[src/rtl/core/cf2d_pkg.sv]
// ----------------------------------------------------------------------------
// cf2d_pkg
// Shared constants and types for the 2D Coulomb force pipeline.
// ----------------------------------------------------------------------------
package cf2d_pkg;

    // Direction cosine precision and the widths of the per-axis units.
    localparam int DIR_BITS    = 16;
    localparam int RATIO_STEPS = 2 * DIR_BITS + 1;
    localparam int RQ_W        = 2 * DIR_BITS + 2;
    localparam int ROOT_W      = DIR_BITS + 1;
    localparam int SREM_W      = DIR_BITS + 4;
    localparam int SQRT_STEPS  = RQ_W / 2;

    // Fixed field widths.
    localparam int K_W   = 32;
    localparam int CHG_W = 16;
    localparam int M_W   = K_W + 2 * CHG_W - 2;
    localparam int OUT_W = 32;

    // Configuration register indexes.
    localparam int CFG_IDX_W = 1;
    localparam logic [CFG_IDX_W-1:0] CFG_K   = 1'b0;
    localparam logic [CFG_IDX_W-1:0] CFG_MIN = 1'b1;

    // Sign bits that travel beside the data: charge product and both deltas.
    typedef struct packed {
        logic       pneg;
        logic [1:0] dneg;
    } t_sign;

endpackage

[src/rtl/core/cf2d_post.sv]
// ----------------------------------------------------------------------------
// cf2d_post
// Back stages: magnitude times direction cosine, then sign, saturation and
// the output register.
// ----------------------------------------------------------------------------
module cf2d_post
    import cf2d_pkg::*;
#(
    parameter int FRAC_BITS = 16
) (
    input  logic              i_clk,
    input  logic              i_rst_n,
    input  logic              i_valid,
    output logic              o_ready,
    input  logic [M_W-1:0]    i_quo,
    input  logic [ROOT_W-1:0] i_cos [2],
    input  t_sign             i_sign,
    output logic              o_valid,
    input  logic              i_ready,
    output logic [OUT_W-1:0]  o_force [2],
    output logic              o_sat
);

    localparam int TQW  = M_W - 32 + FRAC_BITS;
    localparam int PRW  = TQW + ROOT_W;
    localparam int MAGW = PRW - DIR_BITS;
    localparam logic [MAGW-1:0] LIM_NEG = MAGW'(64'h8000_0000);
    localparam logic [MAGW-1:0] LIM_POS = MAGW'(64'h7FFF_FFFF);

    logic r_v1, r_v2, w_rdy1, w_rdy2;
    logic [MAGW-1:0]  r_mag [2];
    t_sign            r_sign;
    logic [OUT_W-1:0] r_force [2];
    logic             r_sat;
    logic [TQW-1:0]   w_tq;
    logic [PRW-1:0]   w_prod [2];
    logic [OUT_W-1:0] n_force [2];
    logic             n_sat;

    assign w_rdy2  = ~r_v2 | i_ready;
    assign w_rdy1  = ~r_v1 | w_rdy2;
    assign o_ready = w_rdy1;

    always_ff @(posedge i_clk) begin
        if (!i_rst_n) begin
            r_v1 <= 1'b0;
            r_v2 <= 1'b0;
        end else begin
            if (w_rdy1) r_v1 <= i_valid;
            if (w_rdy2) r_v2 <= r_v1;
        end
    end

    // Drop the extra fraction bits, then scale by each direction cosine.
    assign w_tq      = i_quo[M_W-1 -: TQW];
    assign w_prod[0] = PRW'(w_tq) * PRW'(i_cos[0]);
    assign w_prod[1] = PRW'(w_tq) * PRW'(i_cos[1]);

    always_ff @(posedge i_clk) begin
        if (w_rdy1) begin
            r_mag[0] <= w_prod[0][PRW-1:DIR_BITS];
            r_mag[1] <= w_prod[1][PRW-1:DIR_BITS];
            r_sign   <= i_sign;
        end
    end

    // Apply the sign and clip each component to 32 signed bits.
    always_comb begin
        logic            v_neg;
        logic [MAGW-1:0] v_clip;
        n_sat = 1'b0;
        for (int a = 0; a < 2; a++) begin
            v_neg  = r_sign.pneg ^ r_sign.dneg[a];
            v_clip = r_mag[a];
            if (v_neg && (r_mag[a] > LIM_NEG)) begin
                v_clip = LIM_NEG;
                n_sat  = 1'b1;
            end else if (!v_neg && (r_mag[a] > LIM_POS)) begin
                v_clip = LIM_POS;
                n_sat  = 1'b1;
            end
            n_force[a] = v_neg ? (~v_clip[OUT_W-1:0] + 1'b1) : v_clip[OUT_W-1:0];
        end
    end

    always_ff @(posedge i_clk) begin
        if (w_rdy2) begin
            r_force <= n_force;
            r_sat   <= n_sat;
        end
    end

    assign o_valid = r_v2;
    assign o_force = r_force;
    assign o_sat   = r_sat;

endmodule

[config.mk]
export PLATFORM = sky130hd
export DESIGN_NAME = cf2d_post
export DESIGN_NICKNAME = d
export VERILOG_FILES = /design/src/rtl/core/cf2d_pkg.sv /design/src/rtl/core/cf2d_post.sv
export SDC_FILE = /design/constraint.sdc
export NUM_CORES = 2
export LEC_CHECK = 0
export BUFFER_PORTS_ARGS = -buffer_cell sky130_fd_sc_hd__clkbuf_2
export CORE_MARGIN = 5
export CORE_UTILIZATION = 65
export DETAILED_ROUTE_END_ITERATION = 12
export GPL_ROUTABILITY_DRIVEN = 0
export HOLD_SLACK_MARGIN = 0.05
export PLACE_DENSITY = 0.83
export SYNTH_ARGS = -nofsm -noshare
export SYNTH_HDL_FRONTEND = slang
export SYNTH_SLANG_ARGS = --single-unit
[constraint.sdc]
create_clock -name i_clk -period 7.7 [get_ports i_clk]
set_input_delay 0.385 -clock i_clk [delete_from_list [all_inputs] [get_ports i_clk]]
set_output_delay 0.385 -clock i_clk [all_outputs]
set_load 0.02 [all_outputs]
==> results.cfg <==
[floorplan]
die_x_um = 300.7
die-area_um2 = 90410
ios = 170
die_h_um = 300.7
core_area_um2 = 83690
row_count = 106
start_util = 0.6563

[layout]
nets = 7882
finish.utilization = 0.6918
final_cell_mix = inv_1, fa_1, nand2_1
regArea_um2 = 4905
n_fill_cell = 6209
multi_input_area_um2 = 43040
final_common_cell = inv_1
area_delta_synth_final_pct = 5.420
drive_gt1_frac = 0.06429
final_area_um2 = 57900

[detailed_routing]
firstDrtPassIters = 6
drt_iter0_markers = 4096
routed_wirelength_um = 142500
via_per_inst = 5.846
vias = 42960
wl_per_cell_um = 19.39
drc = 0
ant_nets = 0

[global_routing]
grt_start_max_net_pins = 66
gr-usage-all-layers = 0.3300
antenna_found_initial = 15
grt.overflow.total = 0
grt_pass1_wl_um = 235900
grt_pass1_vias = 47490

[timing]
maxSlewHeadroom = 0.2872
setup_tns_ns = 0
hold_violations = 0
slew_viol_final = 0
skew_ns = 0.01515
setup_viol = 0
timing.final.crit_share = 0.9049
rsz0062_at_grt = false
worst_pin_slew_ns = 1.069
fin_crit_ns = 6.968
max_freq_mhz = 143.5

[critical_path]
worstReg2RegStart = r_mag[0][90]
cp.depth = 22
path_delay_family = adder cells
criticalPathCategory = input port to register
cp-startpoint = i_quo[30]
worst_path_max_delay_cell = clkbuf_2
crit_fanout = 26
endpoint = r_mag[0][93]
ff2ff_path_depth = 11
cp-end-kind = register
cp_num_buf_inv = 5
crit_top_cell = fa_1
critPathLaunchType = input port
required_ns = 7.92
timing.rr.end = o_force[30]
cpPeakStageDelay_ns = 0.70
cp_cell_sequence = clkbuf_2, nand2_1, fa_1, fa_1, fa_1, inv_1, fa_1, fa_1, inv_1, fa_1, inv_1, ha_1, nand2_1, o21ai_0, o2111a_1, nand2_1, o21ai_1, a311o_1, a21oi_1, buf_4, o211a_1, or3_1
cp.arrival_ns = 7.19
worst-r2r-setup-slack_ns = 3.57

[cts]
cts_hold_buffers = 0
cts.sinks = 164
cts_inserted_buffers = 17
postCtsResizedCells = 0
clkLatencyLatePin_ns = 0.49
clock_path_buffers = 2
cts.clk_slew.worst_paths_ns = 0.07
htreeDepth = 4
cts_root_buffer = clkbuf_16
cts_tree = done
post-cts-setup-buffer-count = 0

[yosys]
synth_seq_cells = 164
syn_nets = 7896
async_flop_share = 0
ys.flop_type = edfxtp_1
synth_area_um2 = 54920
yosysSeqAreaShare = 0.08930
ys_types = 79
synth-edff-count = 162
yosys_warnings = 0
synthCells = 6207
syn_avg_cell_area_um2 = 8.848

[flow_run]
maxCapViolations = 0

[placed_design]
place_hpwl_um = 113300
placed_area_um2 = 57310
port_buffers = 153

[outcome]
status = completed

[worst_hold_path]
hold_path_class = input port to register
registers in the layout (all words and copies together) (netlist names):
name and cells:
o_force 64, o_sat 1, r_sign 3, o_valid 1, r_v1 1, r_mag 94
cell usage after synthesis (9+ instances only):
cell      count  area share
nand2b_1      9      0.0010
nor2_1       98      0.0067
xnor2_1      60      0.0096
a211oi_1     18      0.0025
or3_1        13      0.0015
nand2_1    1201       0.082
nor3_1       36      0.0033
o21a_1       12      0.0016
nor4_1       17      0.0019
nor2b_1      18      0.0021
o21ai_0      78      0.0071
edfxtp_1    162       0.089
ha_1        272       0.062
nand3_1      34      0.0031
o21bai_1     19      0.0026
o211ai_1      9      0.0012
a21o_1       56      0.0077
and3_1       14      0.0016
inv_1      1502        0.10
xor2_1       44      0.0070
clkbuf_1    361       0.025
o21ai_1      25      0.0023
and4_1        9      0.0014
and2_1      465       0.053
nand4_1      25      0.0028
a21oi_1     163       0.015
fa_1       1314        0.48
a31oi_1      29      0.0033
worst reg2reg max path, cell delays in order (launching register included):
cell and delay (ns):
edfxtp_1 0.36, nor4_1 0.32, nand4_1 0.47, nor2_1 0.48
nor2_1 0.28, a21oi_1 0.25, ha_1 0.30, nand2_1 0.12
a21oi_1 0.76, and4_1 0.36, o21a_1 0.14, a21oi_1 0.04
cell type report:
class	instances	share of cell area
multi-input cells	4173	0.7433
inverters	1504	0.09751
well taps	1134	0.02451
clock inverters	15	0.002399
repair buffers	333	0.03981
clock buffers	17	0.007348
flip-flops and latches	164	0.08471
diodes	9	0.0003890
metal layers:
layer | share of wire | track usage | vias up | routed length (um)
met5 | 0.00039 | 0 | - | 55
met2 | 0.48 | 0.5504 | 2511 | 68790
met4 | 0.060 | 0.1700 | 8 | 8506
met3 | 0.12 | 0.08818 | 654 | 16740
li1 | - | - | 18230 | -
met1 | 0.34 | 0.3977 | 21560 | 48420
how the worst min path moves through the flow:
stage	from	end	slack [ns]	cells after the start
5_1_grt	i_sign[2]	r_sign[2]	0.06	1
2_1_floorplan	r_v1	o_valid	0.46	1
3_3_place_gp	r_v1	o_valid	0.53	1
6_report	i_sign[2]	r_sign[2]	0.08	1
4_1_cts	i_sign[2]	r_sign[2]	0.06	1
3_5_place_dp	i_sign[2]	r_sign[2]	0.57	1
cell families (layout without fill, tap and decap cells):
group / Yosys count / in the layout / synth area share
AO/OA/AOI/OAI: 514 / 514 / 0.06026
buffers and inverters: 1870 / 1869 / 0.1278
other: 0 / 9 / 0
flip-flops: 164 / 164 / 0.08930
AND/OR/NAND/NOR: 1968 / 1968 / 0.1649
multiplexers: 1 / 1 / 0.0001823
adder cells (fa/ha/maj): 1586 / 1586 / 0.5409
XOR/XNOR: 104 / 104 / 0.01658
per-stage QoR:
| stage | worst slack, ns | hold slack (ns) | cells |
|---|---|---|---|
| final | 0.7321 | 0.08355 | 7349 |
| after detailed placement | 0.3859 | 0.5660 | 7308 |
| after global routing | 0.4510 | 0.06279 | 7344 |
| after CTS | 0.9265 | 0.05551 | 7340 |
| after floorplan | 1.024 | 0.4627 | 6207 |
| after global placement | 0.4437 | 0.5327 | 7308 |
Power is left out: the tool's default activity adds up to more than one toggle a clock period on the data nets, which glitch-free logic cannot reach.
