[src/rtl/core/cf2d_pkg.sv]
// ----------------------------------------------------------------------------
// cf2d_pkg
// Shared constants and types for the 2D Coulomb force pipeline.
// ----------------------------------------------------------------------------
package cf2d_pkg;

    // Direction cosine precision and the widths of the per-axis units.
    localparam int DIR_BITS    = 16;
    localparam int RATIO_STEPS = 2 * DIR_BITS + 1;
    localparam int RQ_W        = 2 * DIR_BITS + 2;
    localparam int ROOT_W      = DIR_BITS + 1;
    localparam int SREM_W      = DIR_BITS + 4;
    localparam int SQRT_STEPS  = RQ_W / 2;

    // Fixed field widths.
    localparam int K_W   = 32;
    localparam int CHG_W = 16;
    localparam int M_W   = K_W + 2 * CHG_W - 2;
    localparam int OUT_W = 32;

    // Configuration register indexes.
    localparam int CFG_IDX_W = 1;
    localparam logic [CFG_IDX_W-1:0] CFG_K   = 1'b0;
    localparam logic [CFG_IDX_W-1:0] CFG_MIN = 1'b1;

    // Sign bits that travel beside the data: charge product and both deltas.
    typedef struct packed {
        logic       pneg;
        logic [1:0] dneg;
    } t_sign;

endpackage

[src/rtl/core/cf2d_prep.sv]
// ----------------------------------------------------------------------------
// cf2d_prep
// Front stages: deltas and charge product, squares and k*|p|, clamped r^2.
// ----------------------------------------------------------------------------
module cf2d_prep
    import cf2d_pkg::*;
#(
    parameter int COORD_BITS = 16,
    parameter int RW         = 34
) (
    input  logic                         i_clk,
    input  logic                         i_rst_n,
    input  logic                         i_valid,
    output logic                         o_ready,
    input  logic signed [COORD_BITS-1:0] i_sx,
    input  logic signed [COORD_BITS-1:0] i_sy,
    input  logic signed [COORD_BITS-1:0] i_bx,
    input  logic signed [COORD_BITS-1:0] i_by,
    input  logic signed [CHG_W-1:0]      i_q1,
    input  logic signed [CHG_W-1:0]      i_q2,
    input  logic [K_W-1:0]               i_k,
    input  logic [K_W-1:0]               i_min,
    output logic                         o_valid,
    input  logic                         i_ready,
    output logic [RW-1:0]                o_den,
    output logic [M_W-1:0]               o_m,
    output logic [RW-1:0]                o_a [2],
    output t_sign                        o_sign
);

    localparam int C   = COORD_BITS;
    localparam int SQW = 2 * C + 2;
    localparam int PW  = 2 * CHG_W;

    logic r_v1, r_v2, r_v3;
    logic w_rdy1, w_rdy2, w_rdy3;

    logic signed [C:0]    r1_dx, r1_dy;
    logic signed [PW-1:0] r1_p;
    logic [SQW-1:0]       r2_sq [2];
    logic [M_W-1:0]       r2_m;
    t_sign                r2_sign;
    logic [RW-1:0]        r3_den;
    logic [M_W-1:0]       r3_m;
    logic [RW-1:0]        r3_a [2];
    t_sign                r3_sign;

    logic [C:0]       w_adx, w_ady;
    logic [PW-2:0]    w_ap;
    logic [RW-1:0]    w_sum, w_clamp;

    // Ready ripples back through the three stages.
    assign w_rdy3  = ~r_v3 | i_ready;
    assign w_rdy2  = ~r_v2 | w_rdy3;
    assign w_rdy1  = ~r_v1 | w_rdy2;
    assign o_ready = w_rdy1;

    always_ff @(posedge i_clk) begin
        if (!i_rst_n) begin
            r_v1 <= 1'b0;
            r_v2 <= 1'b0;
            r_v3 <= 1'b0;
        end else begin
            if (w_rdy1) r_v1 <= i_valid;
            if (w_rdy2) r_v2 <= r_v1;
            if (w_rdy3) r_v3 <= r_v2;
        end
    end

    // Stage one: coordinate deltas and the raw charge product.
    always_ff @(posedge i_clk) begin
        if (w_rdy1) begin
            r1_dx <= $signed({i_sx[C-1], i_sx}) - $signed({i_bx[C-1], i_bx});
            r1_dy <= $signed({i_sy[C-1], i_sy}) - $signed({i_by[C-1], i_by});
            r1_p  <= i_q1 * i_q2;
        end
    end

    // Stage two: squared deltas and the scaled charge magnitude.
    assign w_adx = r1_dx[C] ? (~r1_dx + 1'b1) : r1_dx;
    assign w_ady = r1_dy[C] ? (~r1_dy + 1'b1) : r1_dy;
    assign w_ap  = r1_p[PW-1] ? (PW-1)'(~r1_p + 1'b1) : (PW-1)'(r1_p);

    always_ff @(posedge i_clk) begin
        if (w_rdy2) begin
            r2_sq[0]     <= SQW'(w_adx) * SQW'(w_adx);
            r2_sq[1]     <= SQW'(w_ady) * SQW'(w_ady);
            r2_m         <= M_W'(i_k) * M_W'(w_ap);
            r2_sign.pneg <= r1_p[PW-1];
            r2_sign.dneg <= {r1_dy[C], r1_dx[C]};
        end
    end

    // Stage three: r^2 clamped from below by the minimum and by one.
    assign w_sum = RW'(r2_sq[0]) + RW'(r2_sq[1]);

    always_comb begin
        w_clamp = (w_sum < RW'(i_min)) ? RW'(i_min) : w_sum;
        if (w_clamp == '0) w_clamp = RW'(1);
    end

    always_ff @(posedge i_clk) begin
        if (w_rdy3) begin
            r3_den  <= w_clamp;
            r3_m    <= r2_m;
            r3_a[0] <= RW'(r2_sq[0]);
            r3_a[1] <= RW'(r2_sq[1]);
            r3_sign <= r2_sign;
        end
    end

    assign o_valid = r_v3;
    assign o_den   = r3_den;
    assign o_m     = r3_m;
    assign o_a     = r3_a;
    assign o_sign  = r3_sign;

endmodule

[config.mk]
export PLATFORM = sky130hd
export DESIGN_NAME = cf2d_prep
export DESIGN_NICKNAME = d
export VERILOG_FILES = /design/src/rtl/core/cf2d_pkg.sv /design/src/rtl/core/cf2d_prep.sv
export SDC_FILE = /design/constraint.sdc
export NUM_CORES = 2
export LEC_CHECK = 0
export ABC_AREA = 1
export BUFFER_PORTS_ARGS = -buffer_cell sky130_fd_sc_hd__buf_2
export CAP_MARGIN = 20
export CORE_MARGIN = 5
export CORE_UTILIZATION = 55
export DETAILED_ROUTE_END_ITERATION = 16
export HOLD_SLACK_MARGIN = 0.05
export PLACE_DENSITY = 0.72
export SLEW_MARGIN = 20
export SYNTH_ARGS = -nofsm -noshare
export SYNTH_HDL_FRONTEND = slang
export SYNTH_SLANG_ARGS = --single-unit
[constraint.sdc]
create_clock -name i_clk -period 10.8 [get_ports i_clk]
set_input_delay 1.08 -clock i_clk [delete_from_list [all_inputs] [get_ports i_clk]]
set_output_delay 1.08 -clock i_clk [all_outputs]
set_load 0.01 [all_outputs]
==> qor.csv <==
metric,value,unit
outcome,"finished, final reports clean",
required,11.14,ns
antenna_found_initial,9,
finish.utilization,58.9,%
placed_cells,10400,
syn_avg_cell_area,8.78,um^2
skew,0.0317,ns
cts-root-buf,clkbuf_16,
min_period_over_period,89.3,%
syn_area,74600,um^2
grt-ovfl-total,0,
yosysUniqueCellTypes,63,
numPortBuffers,330,
cts_tree,built,
cts_resized,0,
cts.sinks,365,
clkLatencyLatePin,0.61,ns
grt_pass1_wl,338000,um
fin_nets,11000,
synth_edf_count,362,
cts_setup_buffers,0,
crit_path_end_kind,flip-flop,
async_flop_share,0,%
startpoint_type,flip-flop,
fin_ws,1.15,ns
ys_warn_count,0,
netlist_instances,8496,
setup_viol,0,
cts_buffer_depth,3,
wirelength,216000,um
final.min_clock_period,9.65,ns
die-width,378,um
crit_type,reg2reg,
drtIter0Drc,4954,
dieArea,143000,um^2
synth-seq-cells,365,
drc,0,
dp_hpwl,179000,um
numCtsBuffers,44,
grt_pass1_vias,60000,
hold_violations,0,
fmax,0.104,GHz
drv_slew,0,
track_usage,30.8,%
place_ws,1.21,ns
grt_max_degree,74,
place_congestion,1.03,
start_util,55.2,%
dr.pass1.iters,6,
hold_class,reg2reg,
fp.dieH,378,um
instances_no_fill,10500,
rows,135,
setup_tns,0,ns
use_met1,41.3,%
use_met2,49.1,%
grt_util_met3,5.90,%
synth_flop_cell,edfxtp_1,
drive_gt1_share,6.35,%
vias,56900,
grt.busiest_layer,met2,
core,135000,um^2
drtAntennaViolNets,0,
vias_per_cell,5.40,
path_clk_slew,0.08,ns
yosysSeqAreaShare,14.7,%
pin_count,333,
worst_pin_slew,1.15,ns
holdBufCountCts,0,
critPathMaxFanout,14,
cap_violations,0,
area_growth,6.68,%
cpMaxStageDelayCell,fa_1,
cp.arrival,9.98,ns
max_stage_delay,0.58,ns
htreeDepth,2,
rsz0062_at_grt,no,
relSlewSlack,23.4,%
wl_per_cell,20.5,um
fill_cells,11900,
-- Yosys cell counts (all sizes together), types with 16 or more instances --
library cell / count / area, um^2
inv: 2328 / 8740
a21oi: 246 / 1230
a21o: 23 / 173
edfxtp: 362 / 10900
clkbuf: 234 / 878
fa: 1513 / 30300
nor3: 35 / 196
buf: 32 / 221
nand3: 114 / 596
nand2: 1525 / 5750
a31oi: 27 / 169
ha: 634 / 7930
nand4: 45 / 312
o21bai: 16 / 120
xor2: 160 / 1400
clkinv: 25 / 95.1
or2: 32 / 200
nor2: 825 / 3180
xnor2: 80 / 701
o21ai: 136 / 696
-- flip-flops by register name, summed over array words and instances, names as in the netlist, 3 cells and up --
register,cells
r2_sign,3
r1_p,32
r1_dx,17
o_den,34
r2_sq,66
o_m,62
r1_dy,17
o_sign,3
r2_m,62
o_a,66
-- layer usage --
metal  vias to the layer above  wire length (um)
li1                      25300                 -
met1                     28300             85000
met5                         -                31
met3                       621             20800
met4                         4             12400
met2                      2695             97700
-- cells in the final DEF (no fill, tap or decap), drive strengths merged, types with 5 or more instances in the layout --
cell / n
bufinv: 6
nor2: 825
buf: 410
clkbuf: 52
o21ai: 136
diode: 7
ha: 634
nand3b: 13
o221ai: 5
xnor2: 80
a31oi: 27
o21a: 12
inv: 2335
a21boi: 11
clkinv: 34
nor3: 35
or2: 32
edfxtp: 362
nor4: 15
fa: 1513
conb: 24
xor2: 160
a21o: 23
nand2: 1525
a211oi: 7
o21bai: 16
nand3: 114
o31ai: 5
nand4: 45
a21oi: 246
o211ai: 7
-- critical path: cells and delay by family (launching register included) --
family                     cells  cell delay [ns]
buffers and inverters         10             1.26
xor gates and xnor gates       1             0.15
and+or+nand+nor               11             1.88
DFF                            1             0.39
AOI/OAI and AO/OA              6             1.25
adders and majority gates     10             4.42
-- final timing paths --
path / startpoint / endpoint / slack (ns) / cells after the start
hold / removal: r2_m[1] / o_m[1] / 0.41 / 0
setup / recovery: r1_p[1] / r2_m[53] / 1.15 / 38
setup reg to reg: r1_p[1] / r2_m[53] / 1.15 / 38
hold reg to reg: r2_m[1] / o_m[1] / 0.41 / 0
-- logic make-up after synthesis --
family                   after synthesis  synth area share (%)
AO/OA/AOI/OAI                        509                  3.85
buffers and inverters               2619                  13.3
adder cells (fa/ha/maj)             2147                  51.3
XOR/XNOR                             240                  2.82
other                                  2                0.0101
AND/OR/NAND/NOR                     2614                  14.1
flip-flops                           365                  14.7
-- per-stage QoR --
| stage | hold WS (ns) | area, um^2 |
|---|---|---|
| finish | 0.407 | 79600 |
| detailed placement | 0.405 | 78100 |
| global placement | 0.401 | 78100 |
| global route | 0.419 | 79500 |
| floorplan | 0.400 | 74700 |
| CTS | 0.410 | 79500 |
-- layout make-up --
cell class	count	area (um^2)	share of cell area, %
Antenna cell	7	17.5	0.0220
Clock buffer	52	1130	1.42
Clock inverter	26	343	0.431
Inverter	2353	8840	11.1
Multi-Input combinational cell	5534	53800	67.6
Sequential cell	365	10900	13.7
Tap cell	1781	2230	2.80
Timing Repair Buffer	410	2250	2.83
Power is left out: the tool's default activity adds up to more than one toggle a clock period on the data nets, which glitch-free logic cannot reach.
