`src/rtl/core/cf2d_pkg.sv`:
```
// ----------------------------------------------------------------------------
// cf2d_pkg
// Shared constants and types for the 2D Coulomb force pipeline.
// ----------------------------------------------------------------------------
package cf2d_pkg;

    // Direction cosine precision and the widths of the per-axis units.
    localparam int DIR_BITS    = 16;
    localparam int RATIO_STEPS = 2 * DIR_BITS + 1;
    localparam int RQ_W        = 2 * DIR_BITS + 2;
    localparam int ROOT_W      = DIR_BITS + 1;
    localparam int SREM_W      = DIR_BITS + 4;
    localparam int SQRT_STEPS  = RQ_W / 2;

    // Fixed field widths.
    localparam int K_W   = 32;
    localparam int CHG_W = 16;
    localparam int M_W   = K_W + 2 * CHG_W - 2;
    localparam int OUT_W = 32;

    // Configuration register indexes.
    localparam int CFG_IDX_W = 1;
    localparam logic [CFG_IDX_W-1:0] CFG_K   = 1'b0;
    localparam logic [CFG_IDX_W-1:0] CFG_MIN = 1'b1;

    // Sign bits that travel beside the data: charge product and both deltas.
    typedef struct packed {
        logic       pneg;
        logic [1:0] dneg;
    } t_sign;

endpackage

```
`src/rtl/core/cf2d_cell.sv`:
```
// ----------------------------------------------------------------------------
// cf2d_cell
// One cell of the chain: a quotient bit of k*|p|/r^2, and per axis a bit of
// the ratio d^2/r^2 or a bit of its square root, or neither, depending on position.
// ----------------------------------------------------------------------------
module cf2d_cell
    import cf2d_pkg::*;
#(
    parameter int RW   = 34,
    parameter int STEP = 0
) (
    input  logic              i_clk,
    input  logic              i_rst_n,
    input  logic              i_valid,
    output logic              o_ready,
    input  logic [RW-1:0]     i_den,
    input  logic [RW-1:0]     i_rem,
    input  logic [M_W-1:0]    i_nq,
    input  logic [RW-1:0]     i_rrem [2],
    input  logic [RQ_W-1:0]   i_rq   [2],
    input  logic [SREM_W-1:0] i_srem [2],
    input  logic [ROOT_W-1:0] i_root [2],
    input  t_sign             i_sign,
    output logic              o_valid,
    input  logic              i_ready,
    output logic [RW-1:0]     o_den,
    output logic [RW-1:0]     o_rem,
    output logic [M_W-1:0]    o_nq,
    output logic [RW-1:0]     o_rrem [2],
    output logic [RQ_W-1:0]   o_rq   [2],
    output logic [SREM_W-1:0] o_srem [2],
    output logic [ROOT_W-1:0] o_root [2],
    output t_sign             o_sign
);

    localparam bit DO_RATIO = (STEP < RATIO_STEPS);
    localparam bit DO_SQRT  = (STEP >= RATIO_STEPS) && (STEP < RATIO_STEPS + SQRT_STEPS);

    logic r_valid;
    logic [RW-1:0]     r_den, r_rem;
    logic [M_W-1:0]    r_nq;
    logic [RW-1:0]     r_rrem [2];
    logic [RQ_W-1:0]   r_rq   [2];
    logic [SREM_W-1:0] r_srem [2];
    logic [ROOT_W-1:0] r_root [2];
    t_sign             r_sign;

    logic [RW-1:0]     n_rem;
    logic [M_W-1:0]    n_nq;
    logic [RW-1:0]     n_rrem [2];
    logic [RQ_W-1:0]   n_rq   [2];
    logic [SREM_W-1:0] n_srem [2];
    logic [ROOT_W-1:0] n_root [2];

    logic [RW:0] w_mrem;
    logic        w_mge;

    assign o_ready = ~r_valid | i_ready;

    // Restoring division step on the force magnitude.
    assign w_mrem = {i_rem, i_nq[M_W-1]};
    assign w_mge  = (w_mrem >= {1'b0, i_den});
    assign n_rem  = w_mge ? RW'(w_mrem - {1'b0, i_den}) : RW'(w_mrem);
    assign n_nq   = {i_nq[M_W-2:0], w_mge};

    // Per axis: ratio division step, square root step, or hold.
    always_comb begin
        logic [RW:0]     v_r2;
        logic            v_rge;
        logic [SREM_W-1:0] v_s2;
        logic [SREM_W-1:0] v_trial;
        logic            v_sge;
        for (int a = 0; a < 2; a++) begin
            v_r2    = '0;
            v_rge   = 1'b0;
            v_s2    = '0;
            v_trial = '0;
            v_sge   = 1'b0;
            n_rrem[a] = i_rrem[a];
            n_rq[a]   = i_rq[a];
            n_srem[a] = i_srem[a];
            n_root[a] = i_root[a];
            if (DO_RATIO) begin
                // The first step takes the integer bit, the rest shift in zeros.
                v_r2  = (STEP == 0) ? {1'b0, i_rrem[a]} : {i_rrem[a], 1'b0};
                v_rge = (v_r2 >= {1'b0, i_den});
                n_rrem[a] = v_rge ? RW'(v_r2 - {1'b0, i_den}) : RW'(v_r2);
                n_rq[a]   = {i_rq[a][RQ_W-2:0], v_rge};
            end else if (DO_SQRT) begin
                v_s2    = {i_srem[a][SREM_W-3:0], i_rq[a][RQ_W-1:RQ_W-2]};
                v_trial = SREM_W'({i_root[a], 2'b01});
                v_sge   = (v_s2 >= v_trial);
                n_srem[a] = v_sge ? (v_s2 - v_trial) : v_s2;
                n_root[a] = {i_root[a][ROOT_W-2:0], v_sge};
                n_rq[a]   = {i_rq[a][RQ_W-3:0], 2'b00};
            end
        end
    end

    always_ff @(posedge i_clk) begin
        if (!i_rst_n) begin
            r_valid <= 1'b0;
        end else if (o_ready) begin
            r_valid <= i_valid;
        end
    end

    always_ff @(posedge i_clk) begin
        if (o_ready) begin
            r_den  <= i_den;
            r_rem  <= n_rem;
            r_nq   <= n_nq;
            r_rrem <= n_rrem;
            r_rq   <= n_rq;
            r_srem <= n_srem;
            r_root <= n_root;
            r_sign <= i_sign;
        end
    end

    assign o_valid = r_valid;
    assign o_den   = r_den;
    assign o_rem   = r_rem;
    assign o_nq    = r_nq;
    assign o_rrem  = r_rrem;
    assign o_rq    = r_rq;
    assign o_srem  = r_srem;
    assign o_root  = r_root;
    assign o_sign  = r_sign;

endmodule

```
`config.mk`:
```
export PLATFORM = sky130hd
export DESIGN_NAME = cf2d_cell
export DESIGN_NICKNAME = d
export VERILOG_FILES = /design/src/rtl/core/cf2d_pkg.sv /design/src/rtl/core/cf2d_cell.sv
export SDC_FILE = /design/constraint.sdc
export NUM_CORES = 1
export LEC_CHECK = 0
export BUFFER_PORTS_ARGS = -buffer_cell sky130_fd_sc_hd__clkbuf_2
export CELL_PAD_IN_SITES_DETAIL_PLACEMENT = 0
export CELL_PAD_IN_SITES_GLOBAL_PLACEMENT = 1
export CORE_AREA = 2 2 269 271
export CTS_CLUSTER_SIZE = 20
export DETAILED_ROUTE_END_ITERATION = 8
export DIE_AREA = 0 0 271 273
export PLACE_DENSITY = 0.58
export SYNTH_ARGS = -nofsm -noshare
export SYNTH_HDL_FRONTEND = slang
export SYNTH_SLANG_ARGS = --single-unit
```
`constraint.sdc`:
```
create_clock -name i_clk -period 27.9 [get_ports i_clk]
set_input_delay 2.79 -clock i_clk [delete_from_list [all_inputs] [get_ports i_clk]]
set_output_delay 2.79 -clock i_clk [all_outputs]
set_load 0.02 [all_outputs]
```
==> run metrics <==
initial antenna violation count=30; M3 GR Usage=7.723%; P_sw=490.2 uW; Max-cap violations=0; Site Rows=98; sw frac=31.28%; share of layout cells above drive strength 1=39.02%; height of the die=273 um; worst-margin pin slew=1.034 ns; vias in the first global route=13917; max-slew violation count=0; flops & latches, synth=344; IO Pins=692; via count=13645; cell-internal power=1.077 mW; Final setup viols=0; most common cell after layout, fill and taps aside=clkbuf_2; clk buf depth=3; global-route layer with the greatest usage=met2; Root Buffer=clkbuf_16; core area=71000 um^2; Clock Power Share=36.1%; syn_area_per_cell=12.81 um^2; placed instance area=21200 um^2; DRC Markers=0; final instance area=22640 um^2; maximum fanout along the worst path=26; CTS tree=done; most frequent cells in the layout=clkbuf_2, edfxtp_1, nand2_1; Cells after Synth=1298; met2 usage=37.91%; DIE AREA=73980 um^2; post-route ant nets=0; met1 usage=21.76%; NumNets Final=2468; Mapped Area=16620 um^2; warnings from Yosys=0; number of clock sinks=344; Pleak=10.19 nW; Hold Buf Count CTS=0; clock skew=0.01236 ns; CTS resizes=0; Req. time, crit path=25.11 ns; post-synthesis sequential area ratio=62.09%; TNS Setup=0 ns; combinational power share=22.3%; CP endpoint kind=primary output; post-synthesis cell type count=67; Final Cycle Share=22.79%; Die Wd=271 um; Post-Synthesis Net Count=1750; postcts setup bufs=0; initial DRC count=760; CP Launch Type=input pin; Clock transition at path regs=0.06 ns; Synth Flop Type=edfxtp_1; Area growth, synth to finish=36.18%; final wirelength=79.01 mm; routed vias/inst=4.535; PwrDens=69.24 nW/um^2; Hold Fails Final Rpt=0; routability congestion estimate=0.8858; critical path type=input pin to primary output; Starting Density=23.41%; critical path arrival=3.57 ns; All-Layer GR Usage=20.58%; part of the power in registers=41.6%; wire per inst=26.26 um; Slew HR=31.08%; DRT Pass-1 Iters=5; Hold/Removal Path Class=flip-flop to flip-flop; first-pass GRT wire length=107.2 mm; ys async rst share=0%; status=complete, no violations; Num CTS Buffers=44; total gr overflow=0; Clk Latency, worst-skew pair=0.58 ns; FMAX=157.3 MHz; overall power=1.567 mW; RSZ-0062 raised after global routing=no; largest net degree at the start of global routing=75; final critical-path required period=6.358 ns; Post-synth EDFFs=343; Cells after DPL=2920; HPWL after DPL=65.94 mm; Cell Count, Final, Fillers Out=3009; CTS H-tree lvls=2; worst vdd ir=0.00004606 V; count of input and output buffers=689
## synth_stat cells (all sizes together), types with 2 or more instances
| master | instances | area, um^2 |
|---|---|---|
| and3 | 17 | 106.4 |
| mux2 | 21 | 240.2 |
| a41oi | 6 | 60.06 |
| nor2 | 64 | 240.2 |
| a21oi | 112 | 568.1 |
| fa | 3 | 60.06 |
| a31o | 3 | 26.28 |
| xor2 | 36 | 315.3 |
| a21boi | 5 | 37.54 |
| and2 | 3 | 18.77 |
| xnor2 | 50 | 437.9 |
| a31oi | 7 | 43.79 |
| o21a | 11 | 82.58 |
| a211oi | 4 | 30.03 |
| o41ai | 2 | 17.52 |
| nand3 | 28 | 140.1 |
| nand2b | 13 | 81.33 |
| a311oi | 4 | 35.03 |
| a2111oi | 3 | 32.53 |
| or2 | 5 | 31.28 |
| o21ai | 103 | 515.5 |
| inv | 68 | 255.2 |
| buf | 17 | 115.1 |
| o21bai | 14 | 105.1 |
| nor3b | 2 | 15.01 |
| a211o | 2 | 17.52 |
| nor4 | 6 | 43.79 |
| a221oi | 4 | 41.29 |
| o31ai | 8 | 65.06 |
| nor2b | 13 | 81.33 |
| ha | 102 | 1276 |
| clkbuf | 8 | 30.03 |
| a21o | 55 | 412.9 |
| o22ai | 2 | 12.51 |
| nand2 | 112 | 420.4 |
| edfxtp | 343 | 10300 |
| nor3 | 15 | 75.07 |
| or3 | 2 | 12.51 |
| nand4 | 8 | 50.05 |
## stage by stage
stage / hold WS [ns] / utilization (%) / worst slack, ns
final: 0.9310 / 31.88 / 21.54
after global routing: 0.9984 / 31.85 / 21.22
after CTS: 0.9530 / 31.85 / 21.53
after detailed placement: 0.9369 / 29.86 / 20.91
after global placement: 0.9235 / 29.86 / 20.90
after floorplan: 2.889 / - / 13.98
## final timing paths
path                   endpoint  cells past startpoint  slack (ns)                  from
min reg2reg  o_rq[29]$_DFFE_PP_                      1        0.93  o_valid$_SDFFE_PN0P_
max reg2reg  o_rem[7]$_DFFE_PP_                      4       24.19  o_valid$_SDFFE_PN0P_
min          o_rq[29]$_DFFE_PP_                      1        0.93  o_valid$_SDFFE_PN0P_
max                     o_ready                      3       21.54               i_ready
## cell families (layout without fill, tap and decap cells)
kind of cell    count (synthesis)  in the layout  synth area share [%]
flops                         344            344                 62.09
xor+xnor                       86             86                 4.531
other cells                     0              9                     0
mux                            22             22                 1.505
fa+ha+maj                     105            105                 8.039
compound gates                357            357                 13.35
simple gates                  291            291                 8.084
buf+inv                        93            845                 2.409
## state kept, by name, summed over array words and instances (netlist names)
name     count
o_rq        68
o_rrem      68
o_nq        62
o_srem      40
o_den       34
o_rem       34
o_root      34
o_sign       3
o_valid      1
## power groups by stage
stage	registers, mW	clock network (mW)	logic [mW]
2_1_floorplan	0.737	0	0.137
3_3_place_gp	0.662	0	0.354
3_5_place_dp	0.661	0	0.355
4_1_cts	0.652	0.587	0.357
5_1_grt	0.657	0.605	0.378
6_report	0.651	0.567	0.349
## cell type report
class                           count  area [um^2]
Fill cell                        7323        48360
Antenna cell                        9        22.52
Timing Repair Buffer              697         3508
Clock buffer                       51         1149
Clock inverter                     29        264.0
Inverter                           68        255.2
Multi-Input combinational cell    861         5928
Sequential cell                   344        10320
Tap cell                          950         1189
## worst max-delay path, stage by stage
cell and delay, ns:
clkbuf_2 0.09, nand2b_4 0.40, clkbuf_2 0.25
## per-layer routing
| layer | vias to the layer above | share of wire, % | routed length (um) |
|---|---|---|---|
| met5 | - | 0.26 | 203 |
| met4 | 34 | 2.8 | 2206 |
| met3 | 115 | 8.5 | 6755 |
| met2 | 482 | 52 | 41280 |
| met1 | 6671 | 36 | 28560 |
| li1 | 6343 | - | - |
Power figures use the tool's default switching activity.
